<file path="config.mk">
export PLATFORM = sky130hd
export DESIGN_NAME = obb_cfg
export DESIGN_NICKNAME = d
export VERILOG_FILES = /design/src/hw/rtl/obb_pkg.sv /design/src/hw/rtl/obb_cfg.sv
export SDC_FILE = /design/constraint.sdc
export NUM_CORES = 1
export LEC_CHECK = 0
export BUFFER_PORTS_ARGS = -buffer_cell sky130_fd_sc_hd__clkbuf_2
export CORE_MARGIN = 2
export CORE_UTILIZATION = 40
export DETAILED_ROUTE_END_ITERATION = 8
export PLACE_DENSITY_LB_ADDON = 0.15
export REMOVE_ABC_BUFFERS = 1
export SKIP_CTS_REPAIR_TIMING = 1
export SLEW_MARGIN = 20
export SYNTH_ARGS = -nofsm -noshare
export SYNTH_HDL_FRONTEND = slang
export SYNTH_SLANG_ARGS = --single-unit
</file>
<file path="constraint.sdc">
create_clock -name clk -period 1.49 [get_ports clk]
set_input_delay 0.298 -clock clk [delete_from_list [all_inputs] [get_ports clk]]
set_output_delay 0.298 -clock clk [all_outputs]
set_load 0.01 [all_outputs]
</file>
<file path="src/hw/rtl/obb_pkg.sv">
`default_nettype none
// ----------------------------------------------------------------------------
// obb_pkg
// Shared types, constants and rounding helpers for the oriented box block.
// ----------------------------------------------------------------------------
package obb_pkg;

    localparam int COORD_BITS  = 16;
    localparam int ENTRY_BITS  = 16;
    localparam int MAT_FRAC    = 12;
    localparam int COORD_FRAC  = COORD_BITS / 2;
    localparam int REG_BITS    = 48;
    localparam int NUM_REGS    = 4;
    localparam int ADDR_BITS   = 5;
    localparam int DATA_BITS   = 64;
    localparam int NUM_PAIRS   = 6;

    localparam int CTR_SHIFT   = MAT_FRAC + 1;
    localparam int EXT_SHIFT   = 2 * MAT_FRAC + 1;

    // Unique column pairs of the symmetric Gram matrix, and the reverse map.
    localparam int PAIR_J [NUM_PAIRS] = '{0, 0, 0, 1, 1, 2};
    localparam int PAIR_K [NUM_PAIRS] = '{0, 1, 2, 1, 2, 2};
    localparam int PIDX [3][3] = '{'{0, 1, 2}, '{1, 3, 4}, '{2, 4, 5}};

    typedef logic signed [COORD_BITS-1:0] coord_t;
    typedef logic        [COORD_BITS-1:0] ucoord_t;
    typedef logic signed [ENTRY_BITS-1:0] entry_t;
    typedef logic        [REG_BITS-1:0]   col_t;

    typedef enum logic [1:0] {
        REG_COL0 = 2'd0,
        REG_COL1 = 2'd1,
        REG_COL2 = 2'd2,
        REG_COL3 = 2'd3
    } reg_idx_t;

    typedef struct packed {
        col_t col3;
        col_t col2;
        col_t col1;
        col_t col0;
    } mat_t;

    typedef struct packed {
        coord_t box_min_x;
        coord_t box_min_y;
        coord_t box_min_z;
        coord_t box_max_x;
        coord_t box_max_y;
        coord_t box_max_z;
    } box_t;

    typedef struct packed {
        coord_t  center_x;
        coord_t  center_y;
        coord_t  center_z;
        ucoord_t extent_a;
        ucoord_t extent_b;
        ucoord_t extent_c;
    } obb_t;

    localparam col_t COL0_RST = 48'd4096;
    localparam col_t COL1_RST = 48'd268435456;
    localparam col_t COL2_RST = 48'd17592186044416;
    localparam col_t COL3_RST = 48'd0;

    // Divide by 2^13 rounding half away from zero, then clamp to the signed range.
    function automatic coord_t round_sat_center(input logic signed [35:0] n);
        logic [35:0] mag;
        logic [23:0] q;
        mag = n[35] ? 36'(-n) : 36'(n);
        q   = 24'((mag + 36'(37'd1 << (CTR_SHIFT - 1))) >> CTR_SHIFT);
        if (n[35])
        begin
            if (q > 24'd32768)
                return coord_t'(16'h8000);
            return coord_t'(-q[15:0]);
        end
        if (q > 24'd32767)
            return coord_t'(16'h7fff);
        return coord_t'(q[15:0]);
    endfunction

    // Divide by 2^25 rounding half up, then clamp at all ones.
    function automatic ucoord_t round_sat_extent(input logic [49:0] t);
        logic [25:0] r;
        r = 26'((t + (50'd1 << (EXT_SHIFT - 1))) >> EXT_SHIFT);
        if (r > 26'd65535)
            return '1;
        return r[15:0];
    endfunction

endpackage
`default_nettype wire

</file>
<file path="src/hw/rtl/obb_cfg.sv">
`default_nettype none
// ----------------------------------------------------------------------------
// obb_cfg
// APB register file holding the four matrix columns.
// ----------------------------------------------------------------------------
module obb_cfg (
    input  wire logic                          clk,
    input  wire logic                          rst_n,
    input  wire logic                          psel,
    input  wire logic                          penable,
    input  wire logic                          pwrite,
    input  wire logic [obb_pkg::ADDR_BITS-1:0] paddr,
    input  wire logic [obb_pkg::DATA_BITS-1:0] pwdata,
    output logic      [obb_pkg::DATA_BITS-1:0] prdata,
    output logic                               pready,
    output obb_pkg::mat_t                      mat
);
    import obb_pkg::*;

    mat_t     mat_reg;
    reg_idx_t idx;
    logic     wr;

    assign idx    = reg_idx_t'(paddr[4:3]);
    assign wr     = psel && penable && pwrite;
    assign pready = 1'b1;
    assign mat    = mat_reg;

    always_ff @(posedge clk or negedge rst_n)
    begin
        if (!rst_n)
        begin
            mat_reg.col0 <= COL0_RST;
            mat_reg.col1 <= COL1_RST;
            mat_reg.col2 <= COL2_RST;
            mat_reg.col3 <= COL3_RST;
        end
        else if (wr)
        begin
            case (idx)
                REG_COL0: mat_reg.col0 <= pwdata[REG_BITS-1:0];
                REG_COL1: mat_reg.col1 <= pwdata[REG_BITS-1:0];
                REG_COL2: mat_reg.col2 <= pwdata[REG_BITS-1:0];
                REG_COL3: mat_reg.col3 <= pwdata[REG_BITS-1:0];
                default:  ;
            endcase
        end
    end

    always_comb
    begin
        case (idx)
            REG_COL0: prdata = DATA_BITS'(mat_reg.col0);
            REG_COL1: prdata = DATA_BITS'(mat_reg.col1);
            REG_COL2: prdata = DATA_BITS'(mat_reg.col2);
            REG_COL3: prdata = DATA_BITS'(mat_reg.col3);
            default:  prdata = '0;
        endcase
    end

endmodule
`default_nettype wire

</file>
==> impl_results.md, run 1 <==
* Clk_skew at 0 ps
* I/O Buffers at 294
* Core Area at 21000 um^2
* Clock slew at reported path FFs at about 70 ps
* Post-Synth XOR/XNOR Area at 0%
* Simple-gate share of the synthesized area at less than 1%
* Crit end category: primary output
* Root Buffer: clkbuf_16
* Peak VDD IR at 742 uV
* Total CTS buffers at 17
* Cell internal pwr at around 0.012 W
* Cell area power density at around 1500 nW/um^2
* Drt first pass iters at 4
* Failing checks: setup timing
* DIE WIDTH at 150 um
* Die Height at 150 um
* Yosys warns at 0
* Routed len/inst at about 20 um
* Leakage at 5.77 nW
* Die Footprint at roughly 23000 um^2
* Total congestion overflow at 0
* Mux contribution to synthesized area at 38.8%
* Status: complete, but fails checks
* CTS H-tree lvls at 4
* Largest net degree at the start of global routing at 44
* Max Fclk at 0.570 GHz
* PnR worst setup slack at -265 ps
* Dpl hpwl at 16000 um
* CP Class: flip-flop to primary output
* Share of post-route cells with drive strength above 1 at 74.0%
* Vias at 5896
* Wirelength, routed at approximately 23000 um
* Final Hold Vio Count at 0
* Cell Rows at 53
* Tcrit/Tclk final at 118%
* Cells after Synth at just under 500
* Hold Path Class: primary input to flip-flop
* Vias in the first global route at 5808
* Synth-to-layout area growth at 36.7%
* RR Startpoint: mat[179]$_DFFE_PN0P_
* Clock sinks at 192
* Final Wtd Congestion at 0.750
* Max Buffers Root-to-Sink at 2
* Post-layout util at 55.6%
* CTS tree: built
* Post-synthesis compound-gate area fraction at 0%
* Synth Area in Adders at 0%
* Max-slew violations at 0
* Final setup fails at 48
* Clock share of power at 25.3%
* Detailed-route DRC error count at 0
* Max_cap viols at 0
* Register share of total power at 42.6%
* Post-route ant nets at 0
* Synth unique cells at 16
* Mean post-synth cell area at 17.5 um^2
* Synth Register Bits at 192
* Final setup TNS at -11460 ps
* GRT Util Overall at 19.7%
* Main combinational cell family by area after synthesis: multiplexers
* Net Sw Frac at between 30% and 40%
* First-pass GRT wire length at 33500 um
* Antenna violations before repair at 0
* Gate power share at 32.1%
* # IOs at 331
* NetSw at 0.00537 W
* RSZ-0062 raised after global routing: yes
* Initial core utilization at approximately two fifths
* Crit path launch type: flip-flop
* Min Tclk post-route at between 1500 and 2000 ps
* Initial DRC count at between 150 and 200
* Critical Path AT at 1460 ps
* Worst Path Max Fanout at 3
* Synthesized area at 8550 um^2
* Nets at roughly 940
* Worst setup path start: mat[188]$_DFFE_PN0P_
* Hold_sp: pwdata[42]
* Sequential share of the synthesized area at between 50% and 60%
* Max reg flops at 192
* Worst Path Required at 1190 ps
* Worst skew pair latency at around 420 ps
* Antenna cells at 0
* Via/cell ratio at 5.09
[cell usage after synthesis]
| master | count | area (um^2) |
|---|---|---|
| mux2_2 | 152 | 1710 |
| dfstp_2 | 3 | 78.8 |
| and3_4 | 1 | 11.3 |
| buf_4 | 22 | 165 |
| dfrtp_1 | 189 | 4730 |
| mux4_2 | 48 | 1080 |
| buf_6 | 9 | 101 |
| nand3_1 | 1 | 5.00 |
| mux2_1 | 20 | 225 |
| and3b_1 | 1 | 8.76 |
| conb_1 | 2 | 7.51 |
| clkbuf_1 | 2 | 7.51 |
| nor3b_2 | 1 | 12.5 |
| buf_2 | 16 | 80.1 |
| mux2_4 | 20 | 300 |
| nand3b_4 | 1 | 20.0 |
[metal layers]
metal  up-vias  part of all wire [%]  track usage, %
met5         -                     0               0
met4         0                   1.3            6.23
met1      3089                    42            25.4
met3        20                   7.2            4.91
met2       229                    50            32.8
li1       2558                     -               -
[through the flow]
step / total power, W / instance area (um^2) / cells / hold slack [ps] / setup slack (ps)
6_report: 0.0174 / 11700 / 1158 / 146 / -265
5_1_grt: 0.0183 / 11700 / 1158 / 136 / -319
4_1_cts: 0.0169 / 11100 / 1086 / -186 / -299
3_5_place_dp: 0.0124 / 10500 / 1054 / 276 / -267
3_3_place_gp: 0.0123 / 10500 / 1054 / 263 / -264
2_1_floorplan: 0.00985 / 8250 / 454 / 2.41 / -1510
[cell type report]
type / instances / area, um^2
clock inverters: 10 / 103
multi-input cells: 262 / 3460
clock buffers: 22 / 464
fillers: 1732 / 9340
well taps: 275 / 344
repair buffers: 397 / 2500
flip-flops and latches: 192 / 4810
[layout by cell type (no fill, tap or decap)]
master         netlist  layout
buf_6                9       6
clkinv_4             0       4
dfrtp_1            189     189
conb_1               2      17
clkinvlp_4           0       2
clkinv_2             0       1
dfstp_2              3       3
nor3b_4              0       1
dlygate4sd3_1        0       1
mux2_2             152     152
mux2_1              20      20
nand3b_4             1       1
clkbuf_2             0     286
and3b_4              0       1
and3_4               1       1
clkbuf_16            0      18
buf_2               16       1
mux4_2              48      48
inv_6                0       2
buf_12               0      15
nand3_4              0       1
buf_4               22      86
bufinv_16            0       1
clkbuf_8             0       3
clkbuf_1             2       3
mux2_4              20      20
[critical path: stages, from the launching register on]
cell and delay [ps]:
dfrtp_1 400, mux4_2 490, buf_6 140
[path summary, 6_finish.rpt]
path	to	slack [ps]	cells after the start
worst min register to register	mat[36]$_DFFE_PN0P_	520	1
max in group asynchronous	mat[172]$_DFFE_PN0P_	530	3
worst max register to register	mat[179]$_DFFE_PN0P_	560	2
worst min-delay path	mat[42]$_DFFE_PN0P_	150	2
worst max-delay path	prdata[44]	-260	2
min in group asynchronous	mat[82]$_DFFE_PN0P_	380	2
[power groups by stage]
stage	sequential, W	clock, W	combinational, W
5_1_grt	0.00757	0.00476	0.00601
3_3_place_gp	0.00746	0	0.00480
2_1_floorplan	0.00786	0	0.00199
6_report	0.00741	0.00441	0.00558
3_5_place_dp	0.00755	0	0.00488
4_1_cts	0.00746	0.00452	0.00490
[cell families after synthesis]
| kind of cell | after synthesis |
|---|---|
| buffers and inverters | 49 |
| muxes | 240 |
| DFF | 192 |
| other | 2 |
| and+or+nand+nor | 5 |
Power figures use the tool's default switching activity.
==> inputs of run 2 (changes only) <==
--- a/config.mk
+++ b/config.mk
@@ -5,11 +5,13 @@
 export SDC_FILE = /design/constraint.sdc
 export NUM_CORES = 1
 export LEC_CHECK = 0
+export ABC_AREA = 1
 export BUFFER_PORTS_ARGS = -buffer_cell sky130_fd_sc_hd__clkbuf_2
 export CORE_MARGIN = 2
 export CORE_UTILIZATION = 40
+export CTS_CLUSTER_DIAMETER = 30
 export DETAILED_ROUTE_END_ITERATION = 8
-export PLACE_DENSITY_LB_ADDON = 0.15
+export PLACE_DENSITY = 0.7
 export REMOVE_ABC_BUFFERS = 1
 export SKIP_CTS_REPAIR_TIMING = 1
 export SLEW_MARGIN = 20
==> run 2 against run 1 <==
  * The run still ends with setup timing left
  * Combinational power fell by 11%
  * Non-clock buffer count increased by 55
  * Sequential share of layout area shrank 2.9 points
  * Largest power group unchanged
  * Routed wire length is 33% higher
  * Maximum frequency increased by 13%
==> impl_results.md, run 2 <==
* Core Area at ~22000 um^2
* Most frequent cells in the layout: nand2_1 (619), clkbuf_2 (250), dfrtp_1 (189)
* Synth area leader: dfrtp_1
* Leakage at 7.08 nW
* Initial DRC count at 809
* Final Hold Vio Count at 0
* Total congestion overflow at 0
* Synth top area share at 53.2%
* Post-synth EDFFs at 0
* Cell count of the worst reg-to-reg path at 3
* Most common cell after layout, fill and taps aside: nand2_1
* CTS H-tree lvls at 4
* Cell area power density at about 1300 nW/um^2
* Cell count after placement at 1668
* Hold Path Cell Cnt at 3
* CTS tree: built
* Yosys warns at 0
* Max_cap viols at 0
* Sequential share of the synthesized area at 54.1%
* Synth Flop Type: dfrtp_1
* Mean post-synth cell area at 7.90 um^2
* Most instantiated cells after synthesis: nand2_1 (631), dfrtp_1 (189), nand3_1 (144), nand4_1 (48), buf_4 (33)
* Clock sinks at 192
* Synth Register Bits at around 190
* Die Footprint at 23400 um^2
* CP Class: flip-flop to primary output
* Failing checks: setup timing
* PnR worst setup slack at -67.5 ps
* Worst slack at placement at -110 ps
* Max Buffers Root-to-Sink at 2
* Antenna violations before repair at 0
* Critical Path AT at between 1000 and 1500 ps
* Via/cell ratio at 5.10
* Vias in the first global route at 8165
* Max reg flops at 192
* Max Fclk at around 0.64 GHz
* Worst skew pair latency at 420 ps
* Cells after Synth at 1126
* Min Tclk post-route at around 1600 ps
* Total CTS buffers at 17
* Final Wtd Congestion at 0.827
* Detailed-route DRC error count at 0
* Synthesized area at 8890 um^2
* GRT Util Overall at between 20% and 30%
* Fillers at 1967
* Wirelength, routed at 30500 um
* Largest cells by area after synthesis: dfrtp_1 (53%), nand2_1 (27%), nand3_1 (8.1%)
* Crit path launch type: flip-flop
* Max-slew violations at 0
* Vias at 9236
* Clock slew at reported path FFs at 80 ps
* Synth unique cells at 16
* Worst Path Required at approximately 1200 ps
* Dpl hpwl at 20000 um
* Tcrit/Tclk final at 105%
* Cell Rows at 54
* Share of post-route cells with drive strength above 1 at roughly 34%
* Clk_skew at 0 ps
* Root Buffer: clkbuf_16
* Synth-to-layout area growth at 41.3%
* Final setup fails at 9
* Antenna cells at 0
* DIE WIDTH at 153 um
* Post-route ant nets at 0
* First-pass GRT wire length at 45600 um
* Initial core utilization at 40.7%
* Drt first pass iters at 6
* Die Height at 153 um
* Post-Layout Cell Count at 1811
* Largest net degree at the start of global routing at 45
* Peak VDD IR at 712 uV
* Routed len/inst at roughly 17 um
* Final setup TNS at -258 ps
* Hold Path Class: primary input to flip-flop
* Crit end category: primary output
* I/O Buffers at ~290
* Nets at 1592
* Status: complete, but fails checks
* # IOs at 331
* FFs w/ async S/R, synth at 100%
* Count leader, synth: nand2_1
* Worst Path Max Fanout at 3
* RSZ-0062 raised after global routing: yes
run 2: cell types whose count changed after synthesis, moves of 15 or more:
cell | before | now
mux2_4 | 20 | 0
mux2_1 | 20 | 0
mux2_2 | 152 | 0
nand3_1 | 1 | 144
mux4_2 | 48 | 0
nand2_1 | 0 | 631
buf_2 | 16 | 31
nand4_1 | 0 | 48
run 2: routing by layer:
| metal | share of wire [%] | up-vias | GRT usage [%] |
|---|---|---|---|
| li1 | - | 4324 | - |
| met1 | 42 | 4436 | 33.3 |
| met2 | 49 | 439 | 40.2 |
| met3 | 7.0 | 37 | 3.77 |
| met4 | 1.4 | 0 | 5.78 |
| met5 | 0 | - | 0 |
run 2: path summary, 6_finish.rpt:
path                                     start                    to  slack (ps)
max                        mat[76]$_DFFE_PN1P_            prdata[28]         -70
min                                 pwdata[44]  mat[140]$_DFFE_PN1P_         100
max reg2reg                mat[76]$_DFFE_PN1P_   mat[76]$_DFFE_PN1P_         660
min reg2reg                mat[12]$_DFFE_PN1P_   mat[12]$_DFFE_PN1P_         490
max in group asynchronous                rst_n   mat[12]$_DFFE_PN1P_         500
min in group asynchronous                rst_n   mat[11]$_DFFE_PN0P_         380
run 2: power by group:
group	switching [W]	total (W)	leakage, nW	internal [W]
registers	0.000989	0.00728	2.43	0.00629
clock network	0.00216	0.00452	0.281	0.00236
logic	0.00260	0.00496	4.37	0.00236
run 2: final cells by class:
| cell class | count | area [um^2] | area share, % |
|---|---|---|---|
| flip-flops and latches | 192 | 4810 | 38.3 |
| multi-input cells | 849 | 3620 | 28.8 |
| repair buffers | 452 | 3170 | 25.3 |
| clock buffers | 17 | 425 | 3.39 |
| well taps | 280 | 350 | 2.79 |
| clock inverters | 15 | 153 | 1.21 |
| inverters | 6 | 30.0 | 0.239 |
run 2: stage by stage:
step	util (%)	cell area [um^2]	total power [W]	hold WS, ps
CTS	52.8	11500	0.0159	-210
global route	57.6	12600	0.0176	103
finish	57.6	12600	0.0168	100
detailed placement	50.2	10900	0.0114	260
global placement	50.2	10900	0.0113	253
floorplan	-	8350	0.00898	2.41
run 2: worst max-delay path: stages (launching register included):
cell and delay, ps:
dfstp_2 560, nand3_2 70, nand4_1 70, buf_2 130
run 2: kinds of logic (layout without fill, tap and decap cells):
group	Yosys count	in the layout	share of synthesized area [%]
buffers and inverters	100	490	7.04
other	2	17	0.0845
AND/OR/NAND/NOR	832	832	38.8
flip-flops	192	192	54.1
